==> config.mk <==
export PLATFORM = sky130hd
export DESIGN_NAME = double_clap_detector_unit_flat
export DESIGN_NICKNAME = d
export VERILOG_FILES = /design/src/hdl/dcd_pkg.sv /design/src/hdl/dcd_in_if.sv /design/src/hdl/dcd_out_if.sv /design/src/hdl/dcd_in_stage.sv /design/src/hdl/dcd_core.sv /design/src/hdl/dcd_out_stage.sv /design/src/hdl/double_clap_detector_unit.sv /design/src/flat_wrapper.sv
export SDC_FILE = /design/constraint.sdc
export NUM_CORES = 1
export LEC_CHECK = 0
export BUFFER_PORTS_ARGS = -buffer_cell sky130_fd_sc_hd__buf_4
export CORE_ASPECT_RATIO = 0.6
export CORE_UTILIZATION = 42
export CTS_CLUSTER_SIZE = 30
export DETAILED_ROUTE_END_ITERATION = 8
export GPL_ROUTABILITY_DRIVEN = 1
export HOLD_SLACK_MARGIN = 0.1
export PLACE_DENSITY = 0.68
export RECOVER_POWER = 25
export SYNTH_ARGS = -nofsm -noshare
export SYNTH_HDL_FRONTEND = slang
export SYNTH_SLANG_ARGS = --single-unit
==> constraint.sdc <==
create_clock -name clk -period 18.9 [get_ports clk]
set_input_delay 1.89 -clock clk [delete_from_list [all_inputs] [get_ports clk]]
set_output_delay 1.89 -clock clk [all_outputs]
set_load 0.05 [all_outputs]
==> src/hdl/dcd_pkg.sv <==
// dcd_pkg: shared constants and types of the double clap detector
// used by dcd_core, dcd_out_stage and the top level; depends on nothing

package dcd_pkg;

  // configuration port
  localparam int CFG_IDX_W  = 3;
  localparam int CFG_DATA_W = 20;

  // register indexes
  localparam logic [CFG_IDX_W-1:0] REG_PEAK_THRESHOLD   = 3'd0;
  localparam logic [CFG_IDX_W-1:0] REG_COOLDOWN_SAMPLES = 3'd1;
  localparam logic [CFG_IDX_W-1:0] REG_MIN_GAP_SAMPLES  = 3'd2;
  localparam logic [CFG_IDX_W-1:0] REG_MAX_GAP_SAMPLES  = 3'd3;
  localparam logic [CFG_IDX_W-1:0] REG_AMBIENT_FLOOR    = 3'd4;
  localparam logic [CFG_IDX_W-1:0] REG_AMBIENT_CEILING  = 3'd5;

  // register and field widths
  localparam int LVL_W  = 16;
  localparam int GAP_W  = 20;
  localparam int FRAC_W = 8;
  localparam int AMB_W  = 24;

  // reset values
  localparam logic [LVL_W-1:0] THRESHOLD_RST = 16'd20000;
  localparam logic [GAP_W-1:0] COOLDOWN_RST  = 20'd24000;
  localparam logic [GAP_W-1:0] MIN_GAP_RST   = 20'd1920;
  localparam logic [GAP_W-1:0] MAX_GAP_RST   = 20'd11200;
  localparam logic [LVL_W-1:0] FLOOR_RST     = 16'd500;
  localparam logic [LVL_W-1:0] CEILING_RST   = 16'd10000;
  localparam logic [AMB_W-1:0] AMBIENT_RST   = 24'd256000;

  // ambient average weights in Q8: keep 251/256 of old, add 5/256 of peak
  localparam int AMB_KEEP   = 251;
  localparam int PEAK_GAIN  = 5 * 256;
  localparam int ROUND_HALF = 128;

  typedef struct packed {
    logic [LVL_W-1:0] frame_peak;
    logic [LVL_W-1:0] ambient_level;
    logic             spike;
    logic             double_clap;
  } res_t;

  // per-cycle step control between the stages
  typedef struct packed {
    logic advance;  // registered word is processed this cycle
    logic emit;     // and it closes a frame
  } step_t;

endpackage

==> src/hdl/dcd_in_if.sv <==
// dcd_in_if: sample channel of the double clap detector
// depends on nothing

interface dcd_in_if #(
  parameter int SAMPLE_BITS = 16
);
  logic                          valid;
  logic                          ready;
  logic signed [SAMPLE_BITS-1:0] sample;
  logic                          frame_end;

  modport source(output valid, output sample, output frame_end, input ready);
  modport sink(input valid, input sample, input frame_end, output ready);
endinterface

==> src/hdl/dcd_out_if.sv <==
// dcd_out_if: per-frame result channel of the double clap detector
// depends on nothing

interface dcd_out_if;
  logic        valid;
  logic        ready;
  logic [15:0] frame_peak;
  logic [15:0] ambient_level;
  logic        spike;
  logic        double_clap;

  modport source(output valid, output frame_peak, output ambient_level,
                 output spike, output double_clap, input ready);
  modport sink(input valid, input frame_peak, input ambient_level,
               input spike, input double_clap, output ready);
endinterface

==> src/hdl/dcd_in_stage.sv <==
// dcd_in_stage: input register of the detector, one sample word deep
// depends on dcd_in_if

module dcd_in_stage #(
  parameter int SAMPLE_BITS = 16
) (
  input  logic                          clk,
  input  logic                          rst_n,
  dcd_in_if.sink                        in_if,
  input  logic                          slot_free,
  output logic                          word_valid,
  output logic signed [SAMPLE_BITS-1:0] word_sample,
  output logic                          word_frame_end,
  output logic                          advance
);

  logic                          valid_r;
  logic signed [SAMPLE_BITS-1:0] sample_r;
  logic                          frame_end_r;
  logic                          take;

  // a frame end may only move on when the result register can take it
  assign advance     = valid_r && (!frame_end_r || slot_free);
  assign in_if.ready = !valid_r || advance;
  assign take        = in_if.valid && in_if.ready;

  always_ff @(posedge clk) begin
    if (!rst_n) begin
      valid_r <= 1'b0;
    end else if (take) begin
      valid_r <= 1'b1;
    end else if (advance) begin
      valid_r <= 1'b0;
    end
  end

  always_ff @(posedge clk) begin
    if (take) begin
      sample_r    <= in_if.sample;
      frame_end_r <= in_if.frame_end;
    end
  end

  assign word_valid     = valid_r;
  assign word_sample    = sample_r;
  assign word_frame_end = frame_end_r;

endmodule

==> src/hdl/dcd_core.sv <==
// dcd_core: configuration registers, detector state and per-sample decision logic
// depends on dcd_pkg

module dcd_core #(
  parameter int SAMPLE_BITS  = 16,
  parameter int ELAPSED_BITS = 20
) (
  input  logic                             clk,
  input  logic                             rst_n,
  input  logic                             cfg_we,
  input  logic [dcd_pkg::CFG_IDX_W-1:0]    cfg_index,
  input  logic [dcd_pkg::CFG_DATA_W-1:0]   cfg_data,
  input  dcd_pkg::step_t                   step,
  input  logic signed [SAMPLE_BITS-1:0]    sample,
  output dcd_pkg::res_t                    res
);

  localparam int PK_W   = SAMPLE_BITS;
  localparam int PROD_W = (32 > PK_W + 11) ? 32 : PK_W + 11;
  localparam int SUM_W  = PROD_W + 1;
  localparam int A_W    = SUM_W - dcd_pkg::FRAC_W;
  localparam int CMP_W  = (PK_W + 8 > dcd_pkg::AMB_W + 1) ? PK_W + 8 : dcd_pkg::AMB_W + 1;
  localparam int CNT_W  = (ELAPSED_BITS > dcd_pkg::GAP_W) ? ELAPSED_BITS : dcd_pkg::GAP_W;
  localparam int THR_W  = (PK_W > dcd_pkg::LVL_W) ? PK_W : dcd_pkg::LVL_W;

  logic [dcd_pkg::LVL_W-1:0] threshold_r, floor_r, ceiling_r;
  logic [dcd_pkg::GAP_W-1:0] cooldown_r, min_gap_r, max_gap_r;

  logic [PK_W-1:0]           running_peak_r;
  logic [dcd_pkg::AMB_W-1:0] ambient_r;
  logic [ELAPSED_BITS-1:0]   since_spike_r, since_trigger_r;

  logic [PK_W-1:0]           raw, mag, peak;
  logic [ELAPSED_BITS-1:0]   spk_inc, trg_inc;
  logic [SUM_W-1:0]          sum;
  logic [A_W-1:0]            avg, lo, hi, avg_clamped;
  logic [dcd_pkg::AMB_W-1:0] ambient_nxt;
  logic                      loud, above_ambient, cooled, gap_ok, spike, dbl;

  // configuration
  always_ff @(posedge clk) begin
    if (!rst_n) begin
      threshold_r <= dcd_pkg::THRESHOLD_RST;
      cooldown_r  <= dcd_pkg::COOLDOWN_RST;
      min_gap_r   <= dcd_pkg::MIN_GAP_RST;
      max_gap_r   <= dcd_pkg::MAX_GAP_RST;
      floor_r     <= dcd_pkg::FLOOR_RST;
      ceiling_r   <= dcd_pkg::CEILING_RST;
    end else if (cfg_we) begin
      case (cfg_index)
        dcd_pkg::REG_PEAK_THRESHOLD:   threshold_r <= cfg_data[dcd_pkg::LVL_W-1:0];
        dcd_pkg::REG_COOLDOWN_SAMPLES: cooldown_r  <= cfg_data[dcd_pkg::GAP_W-1:0];
        dcd_pkg::REG_MIN_GAP_SAMPLES:  min_gap_r   <= cfg_data[dcd_pkg::GAP_W-1:0];
        dcd_pkg::REG_MAX_GAP_SAMPLES:  max_gap_r   <= cfg_data[dcd_pkg::GAP_W-1:0];
        dcd_pkg::REG_AMBIENT_FLOOR:    floor_r     <= cfg_data[dcd_pkg::LVL_W-1:0];
        dcd_pkg::REG_AMBIENT_CEILING:  ceiling_r   <= cfg_data[dcd_pkg::LVL_W-1:0];
        default: ;
      endcase
    end
  end

  always_comb begin
    raw = sample;
    // most negative sample wraps to 2^(n-1), which still fits unsigned
    mag  = raw[PK_W-1] ? (~raw + 1'b1) : raw;
    peak = (mag > running_peak_r) ? mag : running_peak_r;

    spk_inc = (&since_spike_r)   ? since_spike_r   : since_spike_r + 1'b1;
    trg_inc = (&since_trigger_r) ? since_trigger_r : since_trigger_r + 1'b1;

    sum = SUM_W'(ambient_r) * SUM_W'(dcd_pkg::AMB_KEEP)
        + SUM_W'(peak) * SUM_W'(dcd_pkg::PEAK_GAIN)
        + SUM_W'(dcd_pkg::ROUND_HALF);
    avg = sum[SUM_W-1:dcd_pkg::FRAC_W];
    lo  = A_W'({floor_r, 8'd0});
    hi  = A_W'({ceiling_r, 8'd0});
    // when floor and ceiling cross, an average below the floor gets the floor, any other gets the ceiling
    if (avg < lo) begin
      avg_clamped = lo;
    end else if (avg > hi) begin
      avg_clamped = hi;
    end else begin
      avg_clamped = avg;
    end
    ambient_nxt = avg_clamped[dcd_pkg::AMB_W-1:0];

    loud          = THR_W'(peak) > THR_W'(threshold_r);
    above_ambient = CMP_W'({peak, 8'd0}) > CMP_W'({ambient_nxt, 1'b0});
    cooled        = CNT_W'(trg_inc) > CNT_W'(cooldown_r);
    gap_ok        = (CNT_W'(spk_inc) > CNT_W'(min_gap_r))
                 && (CNT_W'(spk_inc) < CNT_W'(max_gap_r));
    spike = loud && above_ambient && cooled;
    dbl   = spike && gap_ok;

    res.frame_peak    = dcd_pkg::LVL_W'(peak);
    res.ambient_level = ambient_nxt[dcd_pkg::AMB_W-1:dcd_pkg::FRAC_W];
    res.spike         = spike;
    res.double_clap   = dbl;
  end

  always_ff @(posedge clk) begin
    if (!rst_n) begin
      running_peak_r  <= '0;
      ambient_r       <= dcd_pkg::AMBIENT_RST;
      since_spike_r   <= '1;
      since_trigger_r <= '1;
    end else if (step.advance) begin
      if (step.emit) begin
        running_peak_r <= '0;
        ambient_r      <= ambient_nxt;
        if (dbl) begin
          // a double clap forgets the first spike and restarts the cooldown
          since_spike_r   <= '1;
          since_trigger_r <= '0;
        end else begin
          since_spike_r   <= spike ? '0 : spk_inc;
          since_trigger_r <= trg_inc;
        end
      end else begin
        running_peak_r  <= peak;
        since_spike_r   <= spk_inc;
        since_trigger_r <= trg_inc;
      end
    end
  end

endmodule

==> src/hdl/dcd_out_stage.sv <==
// dcd_out_stage: result register driving the per-frame result channel
// depends on dcd_pkg and dcd_out_if

module dcd_out_stage (
  input  logic           clk,
  input  logic           rst_n,
  input  dcd_pkg::step_t step,
  input  dcd_pkg::res_t  res,
  output logic           slot_free,
  dcd_out_if.source      out_if
);

  logic          valid_r;
  dcd_pkg::res_t res_r;

  assign slot_free = !valid_r || out_if.ready;

  always_ff @(posedge clk) begin
    if (!rst_n) begin
      valid_r <= 1'b0;
    end else if (step.emit) begin
      valid_r <= 1'b1;
    end else if (out_if.ready) begin
      valid_r <= 1'b0;
    end
  end

  always_ff @(posedge clk) begin
    if (step.emit) begin
      res_r <= res;
    end
  end

  assign out_if.valid         = valid_r;
  assign out_if.frame_peak    = res_r.frame_peak;
  assign out_if.ambient_level = res_r.ambient_level;
  assign out_if.spike         = res_r.spike;
  assign out_if.double_clap   = res_r.double_clap;

endmodule

==> src/hdl/double_clap_detector_unit.sv <==
// double_clap_detector_unit: top level of the double clap detector
// depends on dcd_pkg, dcd_in_if, dcd_out_if, dcd_in_stage, dcd_core, dcd_out_stage
//
// Usage:
//   in_if carries one signed audio sample per word plus frame_end, set on the
//   last sample of a frame. out_if gives one word per frame end: the frame
//   peak magnitude, the clamped ambient level, and the spike and double clap
//   flags. Samples that do not end a frame give no result word.
//   Samples are taken at one per cycle unless a frame end waits on a
//   stalled receiver: a word sits in the input register while the peak,
//   ambient and gap decisions are made, and the result then lands in the
//   output register, so each result passes the input and then the output register.
//   If the receiver stalls with a result held, non-final samples keep
//   flowing; the next frame end waits in the input register and in_if.ready
//   drops until the output register is taken.
//   Reset (rst_n low, synchronous) restores register defaults, an ambient
//   level of 1000, empty peak and saturated elapsed counters, and empties
//   both registers. cfg_we writes register cfg_index from cfg_data; write
//   only while no word is in flight.

module double_clap_detector_unit #(
  parameter int SAMPLE_BITS  = 16,
  parameter int ELAPSED_BITS = 20
) (
  input  logic                           clk,
  input  logic                           rst_n,
  dcd_in_if.sink                         in_if,
  dcd_out_if.source                      out_if,
  input  logic                           cfg_we,
  input  logic [dcd_pkg::CFG_IDX_W-1:0]  cfg_index,
  input  logic [dcd_pkg::CFG_DATA_W-1:0] cfg_data
);

  logic                          word_valid;
  logic signed [SAMPLE_BITS-1:0] word_sample;
  logic                          word_frame_end;
  logic                          advance;
  logic                          slot_free;
  dcd_pkg::step_t                step;
  dcd_pkg::res_t                 res;

  dcd_in_stage #(
    .SAMPLE_BITS(SAMPLE_BITS)
  ) u_in_stage (
    .clk            (clk),
    .rst_n          (rst_n),
    .in_if          (in_if),
    .slot_free      (slot_free),
    .word_valid     (word_valid),
    .word_sample    (word_sample),
    .word_frame_end (word_frame_end),
    .advance        (advance)
  );

  assign step.advance = advance;
  assign step.emit    = advance && word_frame_end;

  dcd_core #(
    .SAMPLE_BITS  (SAMPLE_BITS),
    .ELAPSED_BITS (ELAPSED_BITS)
  ) u_core (
    .clk       (clk),
    .rst_n     (rst_n),
    .cfg_we    (cfg_we),
    .cfg_index (cfg_index),
    .cfg_data  (cfg_data),
    .step      (step),
    .sample    (word_sample),
    .res       (res)
  );

  dcd_out_stage u_out_stage (
    .clk       (clk),
    .rst_n     (rst_n),
    .step      (step),
    .res       (res),
    .slot_free (slot_free),
    .out_if    (out_if)
  );

  // a held frame end must not overwrite a result that is still waiting
  a_no_overwrite: assert property (@(posedge clk) disable iff (!rst_n)
    word_valid && word_frame_end && out_if.valid && !out_if.ready |-> !advance)
    else $error("frame end advanced over a stalled result");

  // a double clap is always reported on a spike
  a_dbl_is_spike: assert property (@(posedge clk) disable iff (!rst_n)
    out_if.valid |-> (out_if.spike || !out_if.double_clap))
    else $error("double clap without spike");

  // every rise of out_if.valid comes from a frame end emitted in the cycle before
  a_out_source: assert property (@(posedge clk) disable iff (!rst_n)
    $rose(out_if.valid) |-> $past(step.emit))
    else $error("result appeared without a frame end");

  a_reset_empty: assert property (@(posedge clk)
    !rst_n |=> !out_if.valid && !word_valid)
    else $error("registers not empty after reset");

endmodule
==> src/flat_wrapper.sv <==
// flat-port wrapper written by rule: the top's interface ports become plain ports
module double_clap_detector_unit_flat 
#(
  parameter int SAMPLE_BITS  = 16,
  parameter int ELAPSED_BITS = 20
)
  (clk, rst_n, cfg_we, cfg_index, cfg_data, in_if_valid, in_if_sample, in_if_frame_end, in_if_ready, out_if_valid, out_if_frame_peak, out_if_ambient_level, out_if_spike, out_if_double_clap, out_if_ready);
  dcd_in_if #(.SAMPLE_BITS(SAMPLE_BITS)) in_if_i ();
  dcd_out_if out_if_i ();
  input  logic clk;
  input  logic rst_n;
  input  logic cfg_we;
  input  logic [dcd_pkg::CFG_IDX_W-1:0] cfg_index;
  input  logic [dcd_pkg::CFG_DATA_W-1:0] cfg_data;
  input wire logic [$bits(in_if_i.valid)-1:0] in_if_valid;
  input wire logic [$bits(in_if_i.sample)-1:0] in_if_sample;
  input wire logic [$bits(in_if_i.frame_end)-1:0] in_if_frame_end;
  output wire logic [$bits(in_if_i.ready)-1:0] in_if_ready;
  output wire logic [$bits(out_if_i.valid)-1:0] out_if_valid;
  output wire logic [$bits(out_if_i.frame_peak)-1:0] out_if_frame_peak;
  output wire logic [$bits(out_if_i.ambient_level)-1:0] out_if_ambient_level;
  output wire logic [$bits(out_if_i.spike)-1:0] out_if_spike;
  output wire logic [$bits(out_if_i.double_clap)-1:0] out_if_double_clap;
  input wire logic [$bits(out_if_i.ready)-1:0] out_if_ready;
  assign in_if_i.valid = in_if_valid;
  assign in_if_i.sample = in_if_sample;
  assign in_if_i.frame_end = in_if_frame_end;
  assign in_if_ready = in_if_i.ready;
  assign out_if_valid = out_if_i.valid;
  assign out_if_frame_peak = out_if_i.frame_peak;
  assign out_if_ambient_level = out_if_i.ambient_level;
  assign out_if_spike = out_if_i.spike;
  assign out_if_double_clap = out_if_i.double_clap;
  assign out_if_i.ready = out_if_ready;
  double_clap_detector_unit #(.SAMPLE_BITS(SAMPLE_BITS), .ELAPSED_BITS(ELAPSED_BITS)) u_core (.clk(clk), .rst_n(rst_n), .in_if(in_if_i), .out_if(out_if_i), .cfg_we(cfg_we), .cfg_index(cfg_index), .cfg_data(cfg_data));
endmodule
==> Word-level counts from Yosys, hierarchy flattened <==
Index checks and enable logic that the tools add are counted.
Widths: inputs -> output; s select.
{ "word_totals": {"input_bits": 45, "reg_bits": 241, "out_inout_bits": 36, "elab_cells": 80} }
{ "classes": {"addsub": 5, "n_bitwise": 1, "n_reduce_logical": 25, "order_cmp": 8, "mux": 16, "eq_ne": 5, "mul": 2} }
{ "op_table": {"columns": ["operator", "n"], "rows": [
  ["$mux 20", 7],
  ["$mux 16", 3],
  ["$mux 24", 2],
  ["$add 20x1->20 const B", 2],
  ["$gt 20x20->1", 2],
  ["$reduce_and 20->1", 2],
  ["$add 32x27->33", 1],
  ["$add 33x8->33 const B", 1],
  ["$gt 16x16->1", 2],
  ["$mul 24x8->32 const B", 1],
  ["$gt 24x25->1", 1],
  ["$gt 25x24->1", 1],
  ["$lt 25x24->1", 1],
  ["$lt 20x20->1", 1],
  ["$mul 16x3->19 const B", 1],
  ["$add 16x1->16 const B", 1],
  ["$not 16->16", 1],
  ["$reduce_and 2->1", 7],
  ["$logic_and 1x1->1", 7],
  ["$eq 3x2->1 const B", 2],
  ["$eq 3x3->1 const B", 2],
  ["$mux 1", 4],
  ["$reduce_bool 2->1", 2],
  ["$eq 3x1->1 const B", 1],
  ["3 further kinds", 7]
]} }

==> Longest topological paths before layout <==
Gate-level depths: netlist of run 1.
{ "depth": {"word_depth": 17, "ltp_mapped": 73, "depth_no_buf": 69} }

==> Modules after synthesis <==
From an unflattened synthesis of run 1, not the netlist that was laid out.
{ "unflattened": {"hier_cells": 2314, "hier_area_um2": 20064.2} }
{ "by_module_without_submodules": {"columns": ["mod", "cells_per_inst", "instances", "seq_area_each_um2", "area_each_um2"], "rows": [
  ["dcd_core", 2251, 1, 3763.6, 18402.6],
  ["dcd_out_stage", 38, 1, 1041.0, 1069.8],
  ["dcd_in_stage", 24, 1, 530.5, 585.6],
  ["double_clap_detector_unit", 1, 1, 0.0, 6.3]
]} }

==> Worst setup path after synthesis of run 1 <==
OpenSTA, ideal clock, no wires.
{ "synth_timing": {"kind": "flip-flop to flip-flop", "startpoint": "register u_core.u_in_stage.sample_r[5] (netlist: u_core.u_in_stage.word_sample[5])", "endpoint": "register u_core.u_core.since_trigger_r[12]", "path_buffers": 5, "required_ns": 18.778, "period_less_slack_ns": 14.392, "arrival_time_ns": 14.271, "stages_incl_launch_ff": 66, "setup_slack_ns": 4.508, "cell_sequence": "edfxtp_1 or4_1 or3_1 or2_2 o21ai_0 xnor2_1 ha_1 a21o_1 a21oi_1 o21ai_0 nor2_1 a211o_1 buf_1 nor2_1 a21oi_1 ha_1 ha_1 a21o_1 [... 30 more ...] and2_1 clkbuf_1 clkbuf_1 clkbuf_1 a21oi_1 ha_1 a21o_1 a21o_1 a211oi_1 o21ai_0 or3b_2 nand3_1 and4_1 o31ai_4 nor3_4 buf_6 nor2_1 a221o_1"} }
{ "synth_lines": {"columns": ["item", "line_no", "text"], "rows": [
  ["start, declared", "dcd_in_stage.sv:18", "logic signed [SAMPLE_BITS-1:0] sample_r;"],
  ["start signal, assigned", "dcd_in_stage.sv:39", "sample_r <= in_if.sample;"],
  ["end signal, assigned", "dcd_core.sv:117", "since_trigger_r <= trg_inc;"],
  ["end signal, assigned", "dcd_core.sv:122", "since_trigger_r <= trg_inc;"],
  ["end, declared", "dcd_core.sv:31", "logic [ELAPSED_BITS-1:0] since_spike_r, since_trigger_r;"]
]} }

==> flow_metrics.env, run 1 <==
export IMPL_dp_hpwl_um=45700
export IMPL_fin_nets=2665
export IMPL_ys_seq_area_share_pct=27.8
export IMPL_ys_async_sr_fraction_pct=0
export IMPL_synthFlopType="dfxtp_1"
export IMPL_synth_cell_types=70
export IMPL_place_ws_ps=1580
export IMPL_port_buffer_count=80
export IMPL_antennaDiodeCount=0
export IMPL_cts_setup_buffers=0
export IMPL_chipWidth_um=278
export IMPL_met1_usage_pct=39.2
export IMPL_setup_viol=0
export IMPL_worst_pin_slew_ps=3740
export IMPL_hold_path_depth=2
export IMPL_start_kind="flop"
export IMPL_synth_top_area_share_pct=19.8
export IMPL_maxSlewHeadroom_pct=-149
export IMPL_vias_per_cell=5.67
export IMPL_coreArea_sq_um=44900
export IMPL_cts_hold_buf=0
export IMPL_syn_nets=2614
export IMPL_maxSlewViolCount=139
export IMPL_grt_max_degree=86
export IMPL_worstSetupPathType="reg2reg"
export IMPL_drc=0
export IMPL_layout_setup_ws_ps=1160
export IMPL_ys_top_cells_by_area="dfxtp_1 (20%), ha_1 (16%), fa_1 (13%)"
export IMPL_timing_hold_ws_ps=454
export IMPL_drt_initial_drc_count=1717
export IMPL_wl_um=57800
export IMPL_clock_path_buffers=3
export IMPL_cts_root_buf="clkbuf_16"
export IMPL_grt_overflow=0
export IMPL_grt_use_met3_pct=7.91
export IMPL_worstPathArrival_ps=18150
export IMPL_syn_inst=2201
export IMPL_fin_crit_ps=17740
export IMPL_fmax_mhz=56.4
export IMPL_cts_max_level=1
export IMPL_yosys_register_bits=241
export IMPL_required_ps=19310
export IMPL_final_core_util_pct=47.1
export IMPL_rows=60
export IMPL_antenna_found_initial=0
export IMPL_design_die_area_sq_um=46500
export IMPL_grt_busiest_layer="met1"
export IMPL_pin_count=81
export IMPL_violations="capacitance limit, slew limit"
export IMPL_critPathMaxFanout=33
export IMPL_critical_path_endpoint_type="flop"
export IMPL_grtUsageMet2_pct=31.9
export IMPL_synthesis_area_sq_um=19200
export IMPL_wl_per_cell_um=20.2
export IMPL_die_y_um=167
export IMPL_synth_edf_count=51
export IMPL_drive_gt1_share_pct=6.61
export IMPL_finalCritPeriodShare_pct=93.9
export IMPL_cap_violations=3
export IMPL_syn_avg_cell_area_sq_um=8.71
export IMPL_holdCritPathClass="reg2reg"
export IMPL_crit_slowest_cell="o21ai_0"
export IMPL_worst_clock_skew_ps=42.6
export IMPL_clock_latency_ps=570
export IMPL_hold_violations=0
export IMPL_grt_pass1_vias=15100
export IMPL_finalSetupTns_ps=0
export IMPL_cpPeakStageDelay_ps=700
export IMPL_vias=16200
export IMPL_cts_resized=0
export IMPL_yosys_area_top_type="dfxtp_1"
export IMPL_status="finished with violations"
export IMPL_start_util_pct=42.7
export IMPL_cts_sinks=241
export IMPL_yosys_warnings=0
export IMPL_globalRouteTotalUtil_pct=24.8
export IMPL_reg2regPathDepth=62
export IMPL_fill_cells=4324
export IMPL_path_clk_slew_ps=60
export IMPL_rsz0062_at_grt="false"
export IMPL_tritoncts="built"
export IMPL_cts_buffers=25
export IMPL_finalWeightedCongestion=1.01
export IMPL_drt_pass1_iter_count=5
export IMPL_ant_nets=0
export IMPL_grt_pass1_wl_um=89000
export IMPL_syn2layout_area_growth_pct=10.3
sequential cells by signal (all words and copies together), names as in the netlist:
| register | cells |
|---|---|
| u_core.u_in_stage.word_sample | 16 |
| u_core.u_core.since_trigger_r | 20 |
| u_core.u_in_stage.word_valid | 1 |
| u_core.u_core.cooldown_r | 20 |
| u_core.u_core.floor_r | 16 |
| u_core.u_core.since_spike_r | 20 |
| u_core.u_core.max_gap_r | 20 |
| u_core.u_core.threshold_r | 16 |
| u_core.u_out_stage.out_if.ambient_level | 16 |
| u_core.u_out_stage.out_if.valid | 1 |
| u_core.u_out_stage.out_if.spike | 1 |
| u_core.u_out_stage.out_if.frame_peak | 16 |
| u_core.u_out_stage.out_if.double_clap | 1 |
| u_core.u_core.running_peak_r | 16 |
| u_core.u_core.ambient_r | 24 |
| u_core.u_in_stage.word_frame_end | 1 |
| u_core.u_core.min_gap_r | 20 |
| u_core.u_core.ceiling_r | 16 |
path summary, 6_finish.rpt:
kind	from	to	slack, ps
worst max-delay path	u_core.u_in_stage.word_sample[5]$_DFFE_PP_	u_core.u_core.since_trigger_r[12]$_SDFFE_PN1P_	1160
worst max register to register	u_core.u_in_stage.word_sample[5]$_DFFE_PP_	u_core.u_core.since_trigger_r[12]$_SDFFE_PN1P_	1160
worst min-delay path	u_core.u_core.cooldown_r[18]$_SDFFE_PN0P_	u_core.u_core.cooldown_r[18]$_SDFFE_PN0P_	450
worst min register to register	u_core.u_core.cooldown_r[18]$_SDFFE_PN0P_	u_core.u_core.cooldown_r[18]$_SDFFE_PN0P_	450
synth_stat cells, drive strengths merged (5+ instances only):
cell type	count
nor2b	20
a221o	5
dfxtp	190
a32o	13
and3	24
or4	5
clkbuf	68
and4	6
nand3	49
nor2	97
a221oi	5
mux2i	17
ha	242
nor4	12
o41ai	5
and2	8
o21ai	93
nand4	48
xor2	27
nand2b	6
a21o	39
o31ai	10
xnor2	55
nand2	282
o211ai	40
a211oi	9
nor3	26
inv	315
fa	126
or3	6
buf	14
o21a	17
edfxtp	51
mux2	8
or2	7
a31oi	15
a21oi	202
cell families after synthesis:
group                      share of synthesized area (%)
AOI/OAI and AO/OA                                   15.5
buffers and inverters                               7.88
adders and majority gates                           29.0
muxes                                               1.36
DFF                                                 27.8
xor gates and xnor gates                            3.75
and+or+nand+nor                                     14.7
stage by stage:
stage | instances | instance area, sq um
after floorplan | 2201 | 19200
after global placement | 2814 | 20400
after detailed placement | 2814 | 20400
after CTS | 2860 | 21300
after global routing | 2860 | 21100
final | 2860 | 21100
placed cells by master, fill, tap and decap left out, types with 39 or more instances in the layout:
| cell type | instances |
|---|---|
| a21o_1 | 39 |
| a21oi_1 | 202 |
| buf_4 | 61 |
| dfxtp_1 | 190 |
| edfxtp_1 | 51 |
| fa_1 | 126 |
| ha_1 | 242 |
| inv_1 | 313 |
| nand2_1 | 282 |
| nand3_1 | 49 |
| nand4_1 | 48 |
| nor2_1 | 97 |
| o211ai_1 | 40 |
| o21ai_0 | 91 |
| xnor2_1 | 55 |
critical path: cells and delay by family, from the launching register on:
kind,cells,cell delay [ps]
xor gates and xnor gates,3,700
AOI/OAI and AO/OA,28,7270
DFF,1,450
and+or+nand+nor,18,4760
buffers and inverters,3,520
adders and majority gates,10,3860
layout make-up:
class	count	area (sq um)	area share [%]
clock inverters	20	234	1.11
multi-input cells	1563	12300	58.3
repair buffers	106	687	3.25
inverters	315	1180	5.60
clock buffers	26	639	3.02
well taps	589	737	3.49
flip-flops and latches	241	5340	25.2
layer usage:
layer | share of wire [%] | up-vias
li1 | - | 7626
met1 | 49 | 7815
met2 | 37 | 716
met3 | 12 | 67
met4 | 1.8 | 0
met5 | 0 | -
Power of run 1 is not shown: default switching activity piles up to over one toggle a cycle in this logic, so the estimate is an artifact.
==> inputs of run 2 (changes only) <==
--- a/config.mk
+++ b/config.mk
@@ -8,11 +8,12 @@
 export BUFFER_PORTS_ARGS = -buffer_cell sky130_fd_sc_hd__buf_4
 export CORE_ASPECT_RATIO = 0.6
 export CORE_UTILIZATION = 42
+export CTS_CLUSTER_DIAMETER = 40
 export CTS_CLUSTER_SIZE = 30
 export DETAILED_ROUTE_END_ITERATION = 8
 export GPL_ROUTABILITY_DRIVEN = 1
 export HOLD_SLACK_MARGIN = 0.1
-export PLACE_DENSITY = 0.68
+export PLACE_DENSITY = 0.58
 export RECOVER_POWER = 25
 export SYNTH_ARGS = -nofsm -noshare
 export SYNTH_HDL_FRONTEND = slang
==> flow_metrics.env, run 2 (synthesis gave the netlist of run 1 again) <==
export IMPL_status="finished with violations"
export IMPL_cpPeakStageDelay_ps=880
export IMPL_holdCritPathClass="reg2reg"
export IMPL_antenna_found_initial=0
export IMPL_cts_max_level=2
export IMPL_cts_buffers=36
export IMPL_cts_sinks=241
export IMPL_layout_setup_ws_ps=1410
export IMPL_tritoncts="built"
export IMPL_maxSlewViolCount=18
export IMPL_crit_slowest_cell="o21ai_0"
export IMPL_setup_viol=0
export IMPL_placed_area_sq_um=20400
export IMPL_final_common_cell="inv_1"
export IMPL_rsz0062_at_grt="false"
export IMPL_place_ws_ps=923
export IMPL_die_y_um=167
export IMPL_grt_pass1_wl_um=91900
export IMPL_timing_hold_ws_ps=453
export IMPL_coreArea_sq_um=44900
export IMPL_fin_crit_ps=17490
export IMPL_antennaDiodeCount=0
export IMPL_required_ps=19330
export IMPL_r2r_slack_ps=1410
export IMPL_cts_root_buf="clkbuf_16"
export IMPL_worst_pin_slew_ps=1920
export IMPL_path_clk_slew_ps=60
export IMPL_grt_pass1_vias=14800
export IMPL_hold_violations=0
export IMPL_fin_nets=2675
export IMPL_grt_overflow=0
export IMPL_violations="capacitance limit, slew limit"
export IMPL_drt_pass1_iter_count=7
export IMPL_wl_per_cell_um=20.8
export IMPL_final_cell_mix="inv_1 (313), nand2_1 (282), ha_1 (242), a21oi_1 (202), dfxtp_1 (190)"
export IMPL_fmax_mhz=57.2
export IMPL_design_die_area_sq_um=46500
export IMPL_globalRouteTotalUtil_pct=26.0
export IMPL_finalWeightedCongestion=0.947
export IMPL_chipWidth_um=278
export IMPL_cts_resized=0
export IMPL_maxSlewHeadroom_pct=-28.4
export IMPL_clock_path_buffers=3
export IMPL_drt_initial_drc_count=1552
export IMPL_fin_area_sq_um=21500
export IMPL_cap_violations=1
export IMPL_worst_clock_skew_ps=23.1
export IMPL_critical_path_endpoint_type="flop"
export IMPL_start_kind="flop"
export IMPL_reg2reg_from="u_core.u_in_stage.word_sample[5]$_DFFE_PP_"
export IMPL_wl_um=60000
export IMPL_clock_latency_ps=540
export IMPL_cts_hold_buf=0
export IMPL_rows=60
export IMPL_worstPathArrival_ps=17930
export IMPL_port_buffer_count=80
export IMPL_ant_nets=0
export IMPL_grt_max_degree=80
export IMPL_endpoint="u_core.u_core.since_trigger_r[0]$_SDFFE_PN1P_"
export IMPL_worstSetupPathType="reg2reg"
export IMPL_start_util_pct=42.7
export IMPL_vias=16000
export IMPL_syn2layout_area_growth_pct=12.3
export IMPL_crit_reg2reg_capture="u_core.u_core.since_trigger_r[0]$_SDFFE_PN1P_"
export IMPL_critPathMaxFanout=33
export IMPL_dp_hpwl_um=46800
export IMPL_drc=0
export IMPL_vias_per_cell=5.55
export IMPL_regMostFlops="u_core.u_core.ambient_r"
export IMPL_finalSetupTns_ps=0
export IMPL_startpoint="u_core.u_in_stage.word_sample[5]$_DFFE_PP_"
export IMPL_reg2regPathDepth=65
export IMPL_largest_reg_flops=24
export IMPL_pin_count=81
export IMPL_finalCritPeriodShare_pct=92.6
export IMPL_cts_setup_buffers=0
export IMPL_drive_gt1_share_pct=7.12
==> run 2: final cells by class <==
type | count | area, sq um
fillers | 4387 | 23400
multi-input cells | 1563 | 12300
flip-flops and latches | 241 | 5340
inverters | 315 | 1180
clock buffers | 39 | 955
well taps | 589 | 737
repair buffers | 105 | 649
clock inverters | 27 | 322
==> run 2: worst min path at each step <==
stage / cells past startpoint / to / from / slack (ps)
floorplan: 2 / u_core.u_core.running_peak_r[1]$_SDFFE_PN0P_ / u_core.u_core.running_peak_r[1]$_SDFFE_PN0P_ / 430
global placement: 2 / u_core.u_core.running_peak_r[1]$_SDFFE_PN0P_ / u_core.u_core.running_peak_r[1]$_SDFFE_PN0P_ / 440
detailed placement: 2 / u_core.u_core.max_gap_r[5]$_SDFFE_PN0P_ / u_core.u_core.max_gap_r[5]$_SDFFE_PN0P_ / 450
CTS: 2 / u_core.u_core.min_gap_r[6]$_SDFFE_PN0P_ / u_core.u_core.min_gap_r[6]$_SDFFE_PN0P_ / 460
global route: 2 / u_core.u_core.cooldown_r[9]$_SDFFE_PN0P_ / u_core.u_core.cooldown_r[9]$_SDFFE_PN0P_ / 480
finish: 2 / u_core.u_core.cooldown_r[13]$_SDFFE_PN0P_ / u_core.u_core.cooldown_r[13]$_SDFFE_PN0P_ / 450
==> run 2: stage by stage <==
step,util (%),cells
final,48.0,2879
after global routing,48.0,2879
after CTS,48.3,2879
after detailed placement,45.4,2813
after global placement,45.4,2813
after floorplan,-,2201
==> run 2: critical path, delay by kind of cell (launching register included) <==
family | cells | cell delay (ps)
AOI/OAI and AO/OA | 28 | 7000
xor gates and xnor gates | 2 | 480
adders and majority gates | 10 | 3710
buffers and inverters | 7 | 1230
DFF | 1 | 450
muxes | 1 | 160
and+or+nand+nor | 17 | 4290
==> run 2: routing by layer <==
metal	vias up	wire (um)	GRT usage, %	share of wire, %
met1	7700	32600	43.9	54
met4	0	748	4.01	1.2
met2	556	21500	32.2	36
li1	7667	-	-	-
met5	-	0	0	0
met3	50	5150	5.93	8.6
Power of run 2 is left out for the same reason.
